[src/hdl/stxf_pkg.sv]
// Shared constants, types and the line byte builder for the STX framer.
// Used by stx_escape_checksum_framer; no dependencies.
`default_nettype none

package stxf_pkg;

    localparam int unsigned ByteW    = 8;
    localparam int unsigned MaxLine  = 5;
    localparam int unsigned CntW     = $clog2(MaxLine + 1);

    localparam logic [ByteW-1:0] START_BYTE  = 8'h02;
    localparam logic [ByteW-1:0] ESCAPE_BYTE = 8'h1B;
    localparam logic [ByteW-1:0] SUM_SEED    = 8'h55;
    // Checksum value right after the start byte went out
    localparam logic [ByteW-1:0] SUM_START   = SUM_SEED + START_BYTE;

    typedef logic [ByteW-1:0] byte_t;
    typedef logic [CntW-1:0]  cnt_t;

    // Line bytes caused by one request, lowest slot goes out first
    typedef struct packed {
        byte_t [MaxLine-1:0] bytes;
        cnt_t                cnt;
    } line_seq_t;

    function automatic logic needs_escape(input byte_t b);
        needs_escape = (b == START_BYTE) || (b == ESCAPE_BYTE);
    endfunction

    // Start byte (optional), stuffed data byte, stuffed checksum (optional)
    function automatic line_seq_t build_seq(input byte_t data, input logic first,
                                            input logic last, input byte_t sum);
        line_seq_t seq;
        cnt_t      idx;
        seq = '0;
        idx = '0;
        if (first) begin
            seq.bytes[idx] = START_BYTE;
            idx = idx + cnt_t'(1);
        end
        if (needs_escape(data)) begin
            seq.bytes[idx] = ESCAPE_BYTE;
            idx = idx + cnt_t'(1);
            seq.bytes[idx] = ~data;
        end else begin
            seq.bytes[idx] = data;
        end
        idx = idx + cnt_t'(1);
        if (last) begin
            if (needs_escape(sum)) begin
                seq.bytes[idx] = ESCAPE_BYTE;
                idx = idx + cnt_t'(1);
                seq.bytes[idx] = ~sum;
            end else begin
                seq.bytes[idx] = sum;
            end
            idx = idx + cnt_t'(1);
        end
        seq.cnt = idx;
        return seq;
    endfunction

endpackage

`default_nettype wire

[src/hdl/stx_escape_checksum_framer.sv]
// Transmit framer: start byte, byte stuffing and additive checksum on a byte stream.
// Depends on stxf_pkg for constants and the line byte builder.
`default_nettype none

// One input request (a raw telegram byte) expands to one to five line bytes:
// an optional start byte 0x02 when s_tuser (first byte) is set, the data byte
// stuffed (0x02 and 0x1B go out as 0x1B plus the inverted byte), and after a
// byte with s_tlast set the 8-bit additive checksum, stuffed the same way.
// The checksum is reseeded to 0x57 on each first byte and otherwise keeps
// running. Line bytes leave at one per cycle through an output register while
// m_tready does not stall them; a request is accepted while no line byte is
// pending or in the cycle the previous request's last line byte moves to that
// register. Its line bytes are held in a pending register, then the output register.
// m_tuser marks the last line byte of each request, m_tlast the final
// checksum byte of a telegram.
module stx_escape_checksum_framer
    import stxf_pkg::*;
(
    input  wire logic             aclk,
    input  wire logic             aresetn,
    // input stream
    input  wire logic             s_tvalid,
    output      logic             s_tready,
    input  wire logic [ByteW-1:0] s_tdata,   // [7:0] data_byte
    input  wire logic             s_tlast,   // last_byte
    input  wire logic             s_tuser,   // [0] first_byte
    // line stream
    output      logic             m_tvalid,
    input  wire logic             m_tready,
    output      logic [ByteW-1:0] m_tdata,   // [7:0] line_byte
    output      logic             m_tlast,   // frame_end
    output      logic             m_tuser    // [0] run_end
);

    byte_t               sum_reg, sum_next;
    byte_t [MaxLine-1:0] seq_byte_reg, seq_byte_next;
    cnt_t                seq_cnt_reg, seq_cnt_next;
    logic                seq_frame_reg, seq_frame_next;
    logic                m_valid_reg, m_valid_next;
    byte_t               m_byte_reg, m_byte_next;
    logic                m_run_reg, m_run_next;
    logic                m_frame_reg, m_frame_next;

    line_seq_t           new_seq;
    logic                out_free;
    logic                move;
    logic                accept;
    logic                seq_last;

    // handshake
    assign out_free = !m_valid_reg || m_tready;
    assign seq_last = (seq_cnt_reg == cnt_t'(1));
    assign move     = (seq_cnt_reg != '0) && out_free;
    assign s_tready = (seq_cnt_reg == '0) || (seq_last && out_free);
    assign accept   = s_tvalid && s_tready;

    // checksum update and line byte sequence for the incoming request
    always_comb begin
        sum_next = sum_reg;
        if (accept) begin
            sum_next = (s_tuser ? SUM_START : sum_reg) + s_tdata;
        end
        new_seq = build_seq(s_tdata, s_tuser, s_tlast, sum_next);
    end

    // pending line bytes: load on accept, else shift out one per move
    always_comb begin
        seq_byte_next  = seq_byte_reg;
        seq_cnt_next   = seq_cnt_reg;
        seq_frame_next = seq_frame_reg;
        if (accept) begin
            seq_byte_next  = new_seq.bytes;
            seq_cnt_next   = new_seq.cnt;
            seq_frame_next = s_tlast;
        end else if (move) begin
            for (int i = 0; i < MaxLine - 1; i++) begin
                seq_byte_next[i] = seq_byte_reg[i+1];
            end
            seq_byte_next[MaxLine-1] = '0;
            seq_cnt_next = seq_cnt_reg - cnt_t'(1);
        end
    end

    // output register
    always_comb begin
        m_valid_next = m_valid_reg;
        m_byte_next  = m_byte_reg;
        m_run_next   = m_run_reg;
        m_frame_next = m_frame_reg;
        if (move) begin
            m_valid_next = 1'b1;
            m_byte_next  = seq_byte_reg[0];
            m_run_next   = seq_last;
            m_frame_next = seq_last && seq_frame_reg;
        end else if (m_tready) begin
            m_valid_next = 1'b0;
        end
    end

    always_ff @(posedge aclk) begin
        if (!aresetn) begin
            sum_reg     <= SUM_SEED;
            seq_cnt_reg <= '0;
            m_valid_reg <= 1'b0;
        end else begin
            sum_reg     <= sum_next;
            seq_cnt_reg <= seq_cnt_next;
            m_valid_reg <= m_valid_next;
        end
    end

    // payload, no reset
    always_ff @(posedge aclk) begin
        seq_byte_reg  <= seq_byte_next;
        seq_frame_reg <= seq_frame_next;
        m_byte_reg    <= m_byte_next;
        m_run_reg     <= m_run_next;
        m_frame_reg   <= m_frame_next;
    end

    assign m_tvalid = m_valid_reg;
    assign m_tdata  = m_byte_reg;
    assign m_tlast  = m_frame_reg;
    assign m_tuser  = m_run_reg;

endmodule

`default_nettype wire
[config.mk]
export PLATFORM = sky130hd
export DESIGN_NAME = stx_escape_checksum_framer
export DESIGN_NICKNAME = d
export VERILOG_FILES = /design/src/hdl/stxf_pkg.sv /design/src/hdl/stx_escape_checksum_framer.sv
export SDC_FILE = /design/constraint.sdc
export NUM_CORES = 1
export LEC_CHECK = 0
export ABC_CLOCK_PERIOD_IN_PS = 13700
export BUFFER_PORTS_ARGS = -buffer_cell sky130_fd_sc_hd__buf_4
export CAP_MARGIN = 0
export CORE_UTILIZATION = 55
export CTS_BUF_LIST = sky130_fd_sc_hd__clkbuf_8
export DETAILED_ROUTE_END_ITERATION = 8
export GPL_TIMING_DRIVEN = 0
export PLACE_DENSITY = 0.74
export RECOVER_POWER = 25
export SLEW_MARGIN = 0
export SYNTH_ARGS = -nofsm -noshare
export SYNTH_HDL_FRONTEND = slang
export SYNTH_SLANG_ARGS = --single-unit
[constraint.sdc]
create_clock -name aclk -period 13.7 [get_ports aclk]
set_input_delay 4.11 -clock aclk [delete_from_list [all_inputs] [get_ports aclk]]
set_output_delay 4.11 -clock aclk [all_outputs]
set_load 0.005 [all_outputs]
* Yosys cells after proc, flatten, opt, wreduce, memory -nomap -nowiden
Index checks and enable logic that the tools add are counted.
** Storage, ports and cells
- Flip-flop bits (word level) :: 63
- Bits in writable memories :: 0
- Output and inout port bits :: 12
- ROM bits :: 0
- Logic and storage cells :: 85
- Latch bits :: 0
- Memories kept :: 0
** Operators by class
- Div/mod/pow operators :: 0
- Equal/unequal tests :: 5
- Reduce and logical (&&, ||, !) cells :: 17
- Multipliers :: 0
- Add/sub/neg operators :: 6
- Mux-type cells :: 29
- Bitwise gates (word level) :: 8
- $lt $le $gt $ge :: 8
- Shift-type cells :: 0
** Operators by type and width (number)
- two-way mux 40 bit :: 5
- bitwise mux 40 bit :: 4
- demux 8 bit (select 3 bit) :: 4
- two-way mux 8 bit :: 6
- inverter 20 bit :: 2
- AND 1 x 20 -> 20 bit, first input constant :: 1
- AND 20 bit :: 1
- bitwise OR 20 bit :: 1
- bitwise OR 4 x 20 -> 20 bit :: 1
- two-way mux 3 bit :: 6
- equality test 8 x 2 -> 1 bit, second input constant :: 2
- equality test 8 x 5 -> 1 bit, second input constant :: 2
- < comparator 3 x 4 -> 1 bit, second input constant :: 4
- inverter 8 bit :: 2
- adder 3 x 1 -> 3 bit, second input constant :: 4
- >= comparator 3 x 1 -> 1 bit, second input constant :: 4
- adder 8 bit :: 1
- logical AND 1 bit :: 8
- logical OR 1 bit :: 4
- nonzero test 2 bit :: 2
- equality test 3 x 1 -> 1 bit, second input constant :: 1
- logical NOT 3 bit :: 1
- two-way mux 1 bit :: 3
- nonzero test 3 bit :: 1
- 3 further kinds :: 3

* Longest topological paths before layout
- Depth after elaboration :: 14
- Mapped depth :: 19

* Worst setup path after synthesis
OpenSTA, ideal clock, no wires.
- Path type :: input port to output port
- From :: input m_tready
- To :: output s_tready
- Arrival time :: 4.425 ns
- Setup slack :: 5.165 ns
- Buffers on the path :: 0
- Stages :: 2
- Cell sequence :: nor2b_1 -> o21ai_2
** Between the ends
- Cells in the longest elaborated chain, start to end :: 3
** Ends and longest elaborated chain
- start, declared :: RTL line stx_escape_checksum_framer.sv:29 : input wire logic m_tready,
- logical OR 1 bit :: RTL line stx_escape_checksum_framer.sv:51 : assign out_free = !m_valid_reg || m_tready;
- logical AND 1 bit :: RTL line stx_escape_checksum_framer.sv:54 : assign s_tready = (seq_cnt_reg == '0) || (seq_last && out_free);
- logical OR 1 bit :: RTL line stx_escape_checksum_framer.sv:54
- end, declared :: RTL line stx_escape_checksum_framer.sv:23 : output logic s_tready,
Every way passes these cells.

* Worst setup path after layout
Same ends and word-level chain as after synthesis.

==> reports/qor.csv <==
stage,metric,value,unit
finish,drive_above_1_share,14.5,%
yosys,synth-main-ff-cell,edfxtp_1,
drt,first_pass_iters,7,
drt,drt_iter0_markers,306,
drt,drtAntennaViolNets,0,
yosys,seq_area_frac_synth,47.0,%
finish,n_antenna_cell,0,
yosys,synth-compound-area-share,21.0,%
outcome,violations,design-rule violations,
yosys,yosysUniqueCellTypes,58,
setup_path,path_max_fanout,4,
yosys,ys_top_cells_by_area,"edfxtp_1 41%, dfxtp_1 6.4%, nand2_1 4.9%",
placed_design,place_congestion,1.00,
floorplan,dieArea,7190,um2
timing,min_period,9.01,ns
power_and_ir_drop,intPower,0.594,mW
timing,fin_skew,0.00819,ns
finish,area_growth,14.0,%
timing,fin_hold_ws,0.420,ns
setup_path,timing.rr.start,sum_reg[1],
clock_network,hold_buffers,0,
power_and_ir_drop,switching_share,37.8,%
floorplan,die_w,84.8,um
clock_network,postCtsResizedCells,0,
setup_path,arrival,4.90,ns
yosys,yosys-top-cells-count,"51 x edfxtp_1, 49 x nand2_1, 32 x a21oi_1",
grt,grt_pass1_wl,15800,um
yosys,synth_top_area_share,40.6,%
grt,grt_pass1_vias,3011,
power_and_ir_drop,power_frac_clock,18.5,%
setup_path,endpoint_kind,output pin,
yosys,synthAdderAreaFrac,5.70,%
timing,max_slew_margin,34.7,%
yosys,syn_area_per_cell,9.80,um2
drt,drc,2,
yosys,yosys.area_share.simple,18.6,%
setup_path,crit_required,9.59,ns
setup_path,worst_setup_path_start_kind,input pin,
yosys,synth_edf_count,51,
power_and_ir_drop,p_leak,1.69,nW
placed_design,io_buffers,25,
timing,fin_setup_tns,0,ns
placed_design,dp_hpwl,7360,um
yosys,synth_xor_xnor_area_share,1.63,%
power_and_ir_drop,vdd_drop_max,0.0973,mV
min_path,min_path_type,register to register,
grt,grt_max_degree,26,
finish,largest_reg_flops,40,
floorplan,core,6490,um2
outcome,outcome,"complete, but fails checks",
timing,tightest_slew,0.976,ns
setup_path,crit_type,input pin to output pin,
power_and_ir_drop,power_density,222,nW/um2
drt,avgRoutedWirePerCell,19.8,um
timing,final_hold_viol_count,0,
timing,drv_slew,0,
floorplan,fp-row-count,29,
yosys,synth_top_family_by_area,compound AO/OA/AOI/OAI gates,
yosys,synthCells,385,
min_path,hold_start,seq_byte_reg[3],
yosys,yosys_warnings,0,
yosys,muxShareOfSynthArea,1.96,%
drt,wirelength,9990,um
power_and_ir_drop,p_switching,0.361,mW
timing,rsz0062_at_grt,no,
clock_network,clk_pin_slew,0.06,ns
drt,dr_total_vias,3209,
grt,track_usage,29.6,%
yosys,yosysMostFrequentCell,edfxtp_1,
drt,routed_via_density,6.37,
floorplan,start_util,58.1,%
finish,fillCellCount,513,
clock_network,cts_root_buffer,clkbuf_8,
clock_network,cts_tree,done,
grt,antenna_found_initial,0,
setup_path,startpoint,m_tready,
timing,setup_viol,0,
yosys,netlist_area,3770,um2
grt,grt.overflow.total,0,
clock_network,cts_sinks,63,
yosys,ys_ff_latch,63,
power_and_ir_drop,p_comb_share,41.8,%
yosys,synth_area_leader_cell,edfxtp_1,
yosys,syn-num-nets,415,
finish,layout.nets,452,
flow_run,drv_cap,0,
timing,fin_crit_sh,65.8,%
floorplan,ios,26,
clock_network,numCtsBuffers,9,
timing,fmax,111,MHz
floorplan,die_h,84.8,um
clock_network,cts_max_path_buffers,2,
yosys,async_flop_share,0,%
clock_network,htree_levels,3,
clock_network,clkLatencyLatePin,0.34,ns
power_and_ir_drop,pwr-share-seq,39.8,%
clock_network,cts_setup_buffers,0,
## critical path: stages
cell and delay [ns]:
clkbuf_4 0.11, nor2b_1 0.37, o21ai_2 0.15, buf_4 0.16
## cells by family after synthesis
| family | Yosys count |
|---|---|
| muxes | 7 |
| AOI/OAI and AO/OA | 107 |
| xor gates and xnor gates | 7 |
| DFF | 63 |
| and+or+nand+nor | 146 |
| buffers and inverters | 39 |
| adders and majority gates | 16 |
## stage by stage
stage	area [um2]	setup WS, ns	util (%)	total power [mW]	instances
floorplan	3770	5.16	-	0.633	385
global placement	4060	4.72	62.5	0.762	487
detailed placement	4100	4.72	63.1	0.778	488
CTS	4310	4.72	66.3	0.953	504
global route	4300	4.63	66.2	1.01	504
finish	4300	4.69	66.2	0.956	504
## power by group through the flow
stage / Sequential [mW] / Combinational (mW) / Clock (mW)
2_1_floorplan: 0.387 / 0.247 / 0
3_3_place_gp: 0.396 / 0.366 / 0
3_5_place_dp: 0.385 / 0.394 / 0
4_1_cts: 0.381 / 0.396 / 0.176
5_1_grt: 0.387 / 0.434 / 0.185
6_report: 0.380 / 0.399 / 0.176
## final timing paths
path	end	slack, ns	cells past startpoint
worst max-delay path	s_tready	4.69	4
worst min-delay path	m_tdata[3]	0.42	0
worst max register to register	seq_cnt_reg[2]	9.75	16
worst min register to register	m_tdata[3]	0.42	0
## per-layer routing
metal  GRT usage, %  routed length (um)  vias up
met5              0                   0        -
met4           14.9                 369        0
met3           6.61                 860       33
met2           46.6                4570      171
met1           38.8                4180     1503
li1               -                   -     1502
## placed cells by master (no fill, tap or decap), types with 3 or more instances in the layout
| cell type | instances |
|---|---|
| edfxtp_1 | 51 |
| nand2_1 | 49 |
| a21oi_1 | 32 |
| nor2_1 | 27 |
| clkbuf_1 | 17 |
| inv_1 | 17 |
| nor3_1 | 15 |
| ha_1 | 14 |
| clkbuf_4 | 12 |
| dfxtp_1 | 12 |
| nand3_1 | 11 |
| buf_4 | 11 |
| o21ai_0 | 10 |
| and3_1 | 9 |
| clkbuf_8 | 9 |
| and2_1 | 8 |
| nor2b_1 | 7 |
| o211ai_1 | 7 |
| a221o_1 | 7 |
| or2_2 | 6 |
| nand2b_1 | 5 |
| xnor2_1 | 5 |
| a211oi_1 | 5 |
| o31ai_1 | 5 |
| o21ai_1 | 4 |
| mux2i_1 | 4 |
| a22oi_1 | 4 |
| buf_1 | 3 |
| nor3b_1 | 3 |
| a311oi_1 | 3 |
| a211o_1 | 3 |
| buf_2 | 3 |
| a2111oi_2 | 3 |
| or3_1 | 3 |
| clkinv_2 | 3 |
## layout make-up
class | count | area (um2) | share of cell area [%]
clock inverter | 7 | 87.6 | 2.04
sequential | 63 | 1770 | 41.2
inverter | 17 | 63.8 | 1.48
multi-input combinational | 283 | 1850 | 43.1
tap | 77 | 96.3 | 2.24
buffer | 22 | 93.8 | 2.18
clock buffer | 9 | 124 | 2.88
timing repair buffer | 26 | 208 | 4.83
Note: power is estimated with default switching activity, not from simulation.
